`src/sv/ntc_pkg.sv`:
```
`timescale 1ns / 1ps
// Package for the NTC thermistor lookup: the resistance table, the pipeline item type
// and the midpoint function. Used by every module of the block.
package ntc_pkg;

    localparam int ADC_FULL_SCALE = 4096;
    localparam int TABLE_ENTRIES  = 181;
    localparam int STORED         = 181;
    localparam int LIMIT = (TABLE_ENTRIES > STORED) ? STORED :
                           ((TABLE_ENTRIES < 1) ? 1 : TABLE_ENTRIES);
    localparam int ADC_W   = 12;
    localparam int IDX_W   = 8;
    localparam int STEPS   = IDX_W;
    localparam int D_W     = $clog2(ADC_FULL_SCALE + 1);
    localparam int N_W     = 26;
    localparam int M_W     = 20;
    localparam int P_W     = M_W + D_W;
    localparam int TEMP_OFFSET = 55;
    localparam logic [13:0] R_SCALE_Q4 = 14'd16000;

    typedef logic [15:0] t_ohm;

    localparam t_ohm OHM_TABLE [STORED] = '{
        58354, 55464, 52698, 50048, 47515, 45097, 42789, 40589, 38492, 36496,
        34597, 32791, 31075, 29444, 27896, 26427, 25034, 23713, 22460, 21273,
        20148, 19083, 18075, 17120, 16216, 15361, 14551, 13785, 13061, 12376,
        11728, 11114, 10535, 9986, 9468, 8977, 8513, 8075, 7660, 7267,
        6896, 6545, 6212, 5898, 5601, 5319, 5053, 4801, 4562, 4336,
        4122, 3920, 3728, 3546, 3374, 3211, 3057, 2910, 2771, 2639,
        2515, 2396, 2284, 2177, 2076, 1978, 1889, 1802, 1720, 1642,
        1568, 1497, 1430, 1366, 1306, 1248, 1193, 1141, 1092, 1044,
        1000, 957, 916, 877, 840, 805, 771, 739, 709, 679,
        652, 625, 600, 576, 552, 530, 509, 489, 470, 452,
        434, 417, 401, 386, 371, 358, 344, 331, 318, 306,
        295, 284, 274, 264, 254, 245, 236, 228, 220, 212,
        205, 198, 191, 184, 178, 172, 166, 160, 155, 150,
        145, 140, 135, 131, 126, 122, 118, 115, 111, 107,
        104, 101, 97, 94, 91, 89, 86, 83, 81, 78,
        76, 74, 71, 69, 67, 65, 63, 61, 60, 58,
        56, 55, 53, 52, 50, 49, 47, 46, 45, 43,
        42, 41, 40, 39, 38, 37, 36, 35, 34, 33,
        32
    };

    // One item in flight: dividend, divisor, saturation flag and the index built so far.
    typedef struct packed {
        logic             vld;
        logic             sat;
        logic [N_W-1:0]   n;
        logic [D_W-1:0]   d;
        logic [IDX_W-1:0] k;
    } t_item;

    // Decision point between entry c-1 and entry c, in q4 units: 8 * (e[c] + e[c-1]).
    // The nearest index is the count of points that the resistance lies strictly below.
    function automatic logic [M_W-1:0] mid_q4(input logic [IDX_W-1:0] c);
        logic [16:0] s;
        s = 17'd0;
        if (c != '0 && int'(c) < STORED) begin
            s = {1'b0, OHM_TABLE[c]} + {1'b0, OHM_TABLE[c - 1'b1]};
        end
        return {s, 3'b000};
    endfunction

endpackage

```
`src/sv/ntc_search_step.sv`:
```
`timescale 1ns / 1ps
// One bit of the binary search for the nearest table entry, over two register stages.
// Depends on ntc_pkg.
module ntc_search_step import ntc_pkg::*; (
    input  logic                     i_clk,
    input  logic                     i_rst_n,
    input  logic                     i_en,
    input  logic [$clog2(IDX_W)-1:0] i_bit,
    input  t_item                    i_item,
    output t_item                    o_item
);

    t_item          r_a;
    logic           r_ok;
    logic [P_W-1:0] r_prod;
    t_item          r_b;

    logic [IDX_W-1:0] cand;
    logic [IDX_W-1:0] cand_a;
    logic             n_ok;
    t_item            n_b;

    // Candidate index: the bits found so far with this bit set.
    assign cand = i_item.k | (IDX_W'(1) << i_bit);
    assign n_ok = (int'(cand) <= LIMIT - 1) && !i_item.sat;
    assign cand_a = r_a.k | (IDX_W'(1) << i_bit);

    // First stage: scale the divisor by the decision point.
    always_ff @(posedge i_clk) begin
        if (!i_rst_n) begin
            r_a.vld <= 1'b0;
        end else if (i_en) begin
            r_a    <= i_item;
            r_ok   <= n_ok;
            r_prod <= mid_q4(cand) * P_W'(i_item.d);
        end
    end

    // floor(n/d) < m exactly when n < m*d; keep the bit if so.
    always_comb begin
        n_b = r_a;
        if (r_ok && P_W'(r_a.n) < r_prod) begin
            n_b.k = cand_a;
        end
    end

    // Second stage: register the item with the decided bit.
    always_ff @(posedge i_clk) begin
        if (!i_rst_n) begin
            r_b.vld <= 1'b0;
        end else if (i_en) begin
            r_b <= n_b;
        end
    end

    assign o_item = r_b;

endmodule

```
`src/sv/ntc_thermistor_temperature_lookup_core.sv`:
```
`timescale 1ns / 1ps
// Top level of the NTC thermistor lookup: input stage and the chain of search steps.
// Depends on ntc_pkg and ntc_search_step.
//
// Usage: one beat on the input channel (i_valid/o_ready, i_adc_value) carries a raw
// 12-bit sample. One beat on the output channel (o_valid/i_ready) carries the nearest
// table index and the temperature in degrees C (index - 55).
// The resistance 16000*adc/(full_scale-adc) is never divided out: each of the eight
// index bits is decided by comparing the dividend with a table midpoint times the
// divisor, one multiplier per bit, two register stages per bit.
// A beat is registered in the input stage, then in both stages of each search step.
// Throughput: one beat per cycle unless the receiver stalls; the pipeline is set by the eight search steps.
// Reset clears all valid bits; no output beat appears until an input beat is taken.
// When the receiver stalls with a result shown, the whole pipeline holds and
// o_ready drops; nothing is lost or repeated.
module ntc_thermistor_temperature_lookup_core import ntc_pkg::*; (
    input  logic                    i_clk,
    input  logic                    i_rst_n,
    input  logic                    i_valid,
    output logic                    o_ready,
    input  logic [ADC_W-1:0]        i_adc_value,
    output logic                    o_valid,
    input  logic                    i_ready,
    output logic signed [IDX_W-1:0] o_temperature_c,
    output logic [IDX_W-1:0]        o_table_index
);

    t_item r_s0;
    t_item chain [STEPS+1];
    logic  en;

    // The pipeline moves whenever the output slot is empty or being taken.
    assign en      = !chain[STEPS].vld || i_ready;
    assign o_ready = en;

    // Input stage: dividend, divisor and the at-or-above-full-scale case.
    always_ff @(posedge i_clk) begin
        if (!i_rst_n) begin
            r_s0.vld <= 1'b0;
        end else if (en) begin
            r_s0.vld <= i_valid;
            r_s0.sat <= (int'(i_adc_value) >= ADC_FULL_SCALE);
            r_s0.n   <= N_W'(R_SCALE_Q4) * N_W'(i_adc_value);
            r_s0.d   <= D_W'(ADC_FULL_SCALE - int'(i_adc_value));
            r_s0.k   <= '0;
        end
    end

    assign chain[0] = r_s0;

    // Search steps, most significant index bit first.
    for (genvar g = 0; g < STEPS; g++) begin : g_step
        ntc_search_step u_step (
            .i_clk  (i_clk),
            .i_rst_n(i_rst_n),
            .i_en   (en),
            .i_bit  ($clog2(IDX_W)'(STEPS - 1 - g)),
            .i_item (chain[g]),
            .o_item (chain[g+1])
        );
    end

    assign o_valid         = chain[STEPS].vld;
    assign o_table_index   = chain[STEPS].k;
    assign o_temperature_c = chain[STEPS].k - IDX_W'(TEMP_OFFSET);

endmodule

```
`config.mk`:
```
export PLATFORM = sky130hd
export DESIGN_NAME = ntc_thermistor_temperature_lookup_core
export DESIGN_NICKNAME = d
export VERILOG_FILES = /design/src/sv/ntc_pkg.sv /design/src/sv/ntc_search_step.sv /design/src/sv/ntc_thermistor_temperature_lookup_core.sv
export SDC_FILE = /design/constraint.sdc
export NUM_CORES = 2
export LEC_CHECK = 0
export BUFFER_PORTS_ARGS = -buffer_cell sky130_fd_sc_hd__buf_2
export CELL_PAD_IN_SITES_DETAIL_PLACEMENT = 0
export CELL_PAD_IN_SITES_GLOBAL_PLACEMENT = 2
export CORE_MARGIN = 2
export CORE_UTILIZATION = 44
export CTS_CLUSTER_DIAMETER = 150
export CTS_CLUSTER_SIZE = 28
export DETAILED_ROUTE_END_ITERATION = 16
export PLACE_DENSITY = 0.93
export SLEW_MARGIN = 30
export SYNTH_ARGS = -nofsm -noshare
export SYNTH_HDL_FRONTEND = slang
export SYNTH_SLANG_ARGS = --single-unit
export TNS_END_PERCENT = 5
```
`constraint.sdc`:
```
create_clock -name i_clk -period 26.4 [get_ports i_clk]
set_input_delay 1.32 -clock i_clk [delete_from_list [all_inputs] [get_ports i_clk]]
set_output_delay 1.32 -clock i_clk [all_outputs]
set_load 0.1 [all_outputs]
```
; Word level (Yosys, flattened, before mapping)
; Memory sizes are Yosys's and may differ from the RTL's.
; Cells that the tools add are included.
; Widths: inputs -> output; s select.
[word_totals]
ff_bits = 883
latchBits = 0
ramBits = 0
mem_bits_ro = 57344
out_inout_bits = 18
word_cells = 236
memories = 14
[op_classes]
add_sub_neg = 16
mul = 9
n_div = 0
n_lt_le_gt_ge = 36
eq_ne = 0
n_shift = 0
n_mux = 51
n_bitwise = 14
n_reduce_logical = 10
[mem_list]
columns = name, depth, word_bits, read_ports, rd_ports_with_merged_regs, write_ports, line_no
row1 = (name not given), 256, 16, 1, 0, 0, ntc_pkg.sv:60  ; s = {1'b0, OHM_TABLE[c]} + {1'b0, OHM_TABLE[c - 1'b1]};
row2 = (name not given), 256, 16, 1, 0, 0, ntc_pkg.sv:60
row3 = (name not given), 256, 16, 1, 0, 0, ntc_pkg.sv:60
row4 = (name not given), 256, 16, 1, 0, 0, ntc_pkg.sv:60
row5 = (name not given), 256, 16, 1, 0, 0, ntc_pkg.sv:60
row6 = (name not given), 256, 16, 1, 0, 0, ntc_pkg.sv:60
row7 = +8 memories, --, --, --, --, --, --
[ops]
columns = operator, n
row1 = $mux 16, 28
row2 = $mux 17, 23
row3 = $lt 26x33->1, 8
row4 = $mul 17x13->30, 8
row5 = $ge 9x9->1 const B, 14
row6 = $not 8->9, 14
row7 = $add 16x16->17, 7
row8 = $le 8x8->1 const B, 7
row9 = $lt 8x8->1 const B, 7
row10 = $sub 8x1->8 const B, 7
row11 = $mul 7x12->19 const A, 1
row12 = $sub 13x12->13 const A, 1
row13 = $sub 8x6->8 const B, 1
row14 = $logic_and 1x1->1, 7
row15 = $reduce_and 2->1, 1
row16 = $logic_not 1->1, 1
row17 = $logic_or 1x1->1, 1

; Depth between registers and ports, before layout
[logic_depth]
depth_word = 10
mapped_depth = 41
mapped_depth_nobuf = 38

; Modules after synthesis
; From an unflattened synthesis, not the netlist that was laid out.
[hier_totals]
hier_cells = 17978
area_unflattened_um2 = 152165.9
[by_module_without_submodules]
columns = mod, n_inst, cells_each, area_each_um2, seq_area_each_um2
row1 = ntc_search_step (g_step[6].u_step ...), 2, 2202, 18789.3, 3853.7
row2 = ntc_search_step (g_step[3].u_step ...), 2, 2180, 18251.3, 3853.7
row3 = ntc_search_step (g_step[2].u_step), 1, 2251, 18930.7, 3853.7
row4 = ntc_search_step (g_step[5].u_step), 1, 2220, 18604.1, 3853.7
row5 = ntc_search_step (g_step[0].u_step), 1, 2231, 18587.8, 3853.7
row6 = ntc_search_step (g_step[1].u_step), 1, 2212, 18544.0, 3853.7
row7 = ntc_thermistor_temperature_lookup_core, 1, 300, 3418.3, 950.9

; Least setup slack after synthesis
; OpenSTA, ideal clock, no wires.
[synth_timing]
kind = input-to-reg
from = input i_ready
to = register r_s0 (netlist bit chain[400]), enable pin
t_arrival_ns = 20.355
t_required_ns = 25.154
slack_ns = 4.799
cell_stages = 5
cell_sequence = nor2b_1 clkbuf_1 clkinv_1 clkbuf_1 and2_1
[synth_via]
elab_chain_cells = 2
[synth_lines]
columns = item, line_no
row1 = "start, declared", ntc_thermistor_temperature_lookup_core.sv:23  ; input logic i_ready,
row2 = $logic_or 1x1->1, ntc_thermistor_temperature_lookup_core.sv:33  ; assign en = !chain[STEPS].vld || i_ready;
row3 = net o_ready, ntc_thermistor_temperature_lookup_core.sv:20  ; output logic o_ready,
row4 = $reduce_and 2->1 (no source line), --
row5 = "end, declared", ntc_thermistor_temperature_lookup_core.sv:28  ; t_item r_s0;
; The timed path passes the listed nets, and every way through them passes these cells.
; A chain may end at the register's enable or synchronous reset.

; Worst setup path in the final report
[layout_timing]
from = register g_step[6].u_step.r_b (netlist bit g_step[6].u_step.o_item[3])
to = register g_step[7].u_step.r_prod[30] (data pin)
[layout_via]
elab_chain_cells = 10
word_cells_on_any_way = 15
cone_classes = 2 x add/sub / 1 x mul / 1 x order compare / 7 x mux / 2 x bitwise / 2 x memory
[layout_lines]
columns = item, line_no
row1 = "start, declared", ntc_search_step.sv:16  ; t_item r_b;
row2 = "start signal, assigned", ntc_search_step.sv:52  ; r_b <= n_b;
row3 = $sub 8x1->8, ntc_pkg.sv:60
row4 = $not 8->9 (not written as such), ntc_pkg.sv:60
row5 = $mem_v2 256x16, --
row6 = $mux 16 (not written as such) (2 in a row), ntc_pkg.sv:60
row7 = $add 16x16->17, ntc_pkg.sv:60
row8 = $mux 17 *, ntc_pkg.sv:59  ; if (c != '0 && int'(c) < STORED) begin
row9 = $mux 17 *, ntc_search_step.sv:32  ; end else if (i_en) begin
row10 = $mux 17 *, ntc_search_step.sv:30  ; if (!i_rst_n) begin
row11 = $mul 17x13->30 *, ntc_search_step.sv:35  ; r_prod <= mid_q4(cand) * P_W'(i_item.d);
row12 = "end signal, assigned", ntc_search_step.sv:35
row13 = "end, declared", ntc_search_step.sv:15  ; logic [P_W-1:0] r_prod;
; Every way passes the cells marked *; elsewhere a longest branch is shown, timed or not. The select of a mux whose other input is x is not followed.

==> results.ini <==
[synthesis]
synth.cell_area_mm2=0.08531
synth-edff-count=782
synth_cells=8512
async_flop_share=0
ys_seq_area_frac=0.2793
yosys-top-cells-area=edfxtp_1 28%, fa_1 24%, ha_1 14%
synth_compound_area_frac=0.09633
synth_warnings=0
synth-simple-area-share=0.1260
yosys.area.top_type=edfxtp_1
synth_fa_ha_area_frac=0.3847
ys_types=95
ys.flop_type=edfxtp_1
synth_top_family_by_area=adder cells
yosysTopAreaCellShare=0.2753
syn_nets=10528
avgSynthCellArea_um2=10.02
synthXorXnorAreaFrac=0.02555
yosys-mux-area-fraction=0.003271
ys_ff_latch=799

[final_layout]
syn2layout_area_growth_pct=4.553
drive_above_1_share=0.03173
layout.nets=10354
fin_area_mm2=0.08919
fin_util=0.4631

[drt]
drt-total-wl_mm=203.2
drt_iter0_drc=3912
ant_nets=0
dr_total_vias=58296
vias_per_cell=5.358
first_pass_iters=8
drc=0
routedWlPerCell_um=18.68

[placement]
dp_slack_ns=15.93
place_congestion=0.8818
dpl_cell_area_mm2=0.08807
hpwl_mm=159.1
port-buffer-count=33

[die]
row_count=161
fp.dieW_um=444.3
dieArea_mm2=0.1974
start_util=0.4430
pin_count=34
chipHeight_um=444.3
placeableCoreArea_mm2=0.1926

[worst_setup_path]
critPathSlowestCell=clkinv_1
worstSetupPathType=reg -> reg
crit_arrival_ns=11.03
path_delay_family=adder cells
end_kind=flop
cp_data_required_time_ns=26.79
cp_max_fo=65
max_stage_delay_ns=0.74
crit_buf_inv=7
start_kind=flop
cp_common_cell=fa_1

[sta]
drv_slew=0
fin_crit_sh=0.4030
hold_viol=0
rsz0062_at_grt=false
tightest_slew_ns=1.002
fin_tns_setup_ns=0
slew_headroom=0.3274
skew_ns=0.03641
fin_crit_ns=10.64
fin_ws_ns=15.76
max_freq_ghz=0.09400
setup_viol=0

[clock_tree]
clock-sinks=799
cts.path.max_buffers=3
post_cts_resized=0
cts_hold_buf=0
cts_made_buffers=36
cts_setup_buffers=0
clk_latency_ns=0.66
clockRootBuffer=clkbuf_16
cts_tree=done
h-tree-depth=2
path_clk_slew_ns=0.11

[grt]
grt_overflow_total=0
grt_usage=0.2104
grt_pass1_vias=61424
grt_pass1_wl_mm=333.1
grt_max_degree=153
antenna_found_initial=7

[outcome]
status=complete, no violations

[flow_run]
cap_violations=0

[worst_hold_path]
hold_class=reg -> reg

[state kept, by name, summed over array words and instances, names as in the netlist]
name / flops
chain: 32
g_step.u_step.n_b: 244
g_step.u_step.o_item: 261
g_step.u_step.r_a: 28
g_step.u_step.r_prod: 227
g_step.u_step.r_ok: 7
[Yosys cell counts, types with 24 or more instances]
library cell	n
o21a_1	58
a21oi_1	383
nor4_1	25
a21boi_0	24
buf_1	36
nor2b_1	74
inv_1	1563
nand2b_1	63
nand2_1	839
o21bai_1	36
fa_1	1038
ha_1	962
a21o_1	143
nor2_1	417
and3_1	107
a211oi_1	57
and2_1	366
clkbuf_1	267
edfxtp_1	782
nand3_1	131
nand4_1	41
o211ai_1	35
xor2_1	70
a31oi_1	61
nor3_1	92
xnor2_1	177
o21ai_0	264
[cells in the final DEF (no fill, tap or decap), drive strengths merged, types with 71 or more instances in the layout]
cell       n
o21ai    279
fa      1038
and3     107
a21o     143
ha       962
xor2      71
buf      125
nor2     418
edfxtp   782
a21oi    391
xnor2    177
and2     374
nand3    131
nor2b     74
nand2    839
nor3      94
inv     1567
[path summary, 6_finish.rpt]
kind,from,endpoint,slack [ns],cells after the start
hold reg to reg,g_step[6].u_step.n_b[11]$_DFFE_PP_,g_step[6].u_step.o_item[11]$_DFFE_PP_,0.41,0
setup / recovery,g_step[6].u_step.o_item[3]$_DFFE_PP_,g_step[7].u_step.r_prod[30]$_DFFE_PP_,15.76,37
setup reg to reg,g_step[6].u_step.o_item[3]$_DFFE_PP_,g_step[7].u_step.r_prod[30]$_DFFE_PP_,15.76,37
hold / removal,g_step[6].u_step.n_b[11]$_DFFE_PP_,g_step[6].u_step.o_item[11]$_DFFE_PP_,0.41,0
[per-stage QoR]
| stage | hold WS, ns | cells |
|---|---|---|
| 2_1_floorplan | 0.4003 | 8512 |
| 3_3_place_gp | 0.4005 | 10826 |
| 3_5_place_dp | 0.4045 | 10826 |
| 4_1_cts | 0.4191 | 10879 |
| 5_1_grt | 0.4233 | 10880 |
| 6_report | 0.4096 | 10881 |
[routing by layer]
layer	track usage	routed length (um)	share of wire
met5	0	13	0.000064
met4	0.04821	4623	0.023
met3	0.02079	9422	0.046
met2	0.3727	102200	0.50
met1	0.2775	86940	0.43
[final cells by class]
cell class | count | area (um2)
antenna | 2 | 5.005
sequential | 799 | 23820
clock inverter | 7 | 101.3
timing repair buffer | 125 | 887.1
clock buffer | 46 | 980.9
multi-input combinational | 5805 | 54330
tap | 2526 | 3161
fill | 18051 | 103400
inverter | 1571 | 5897
[cell families (layout without fill, tap and decap cells)]
kind of cell             Yosys count  after routing
AO/OA/AOI/OAI                   1284           1284
AND/OR/NAND/NOR                 2251           2251
other                              0              2
XOR/XNOR                         248            248
adder cells (fa/ha/maj)         2000           2000
flip-flops                       799            799
multiplexers                      22             22
buffers and inverters           1908           1749
Power is not shown: default switching activity piles up to over one toggle a cycle in this logic, so the estimate is an artifact.
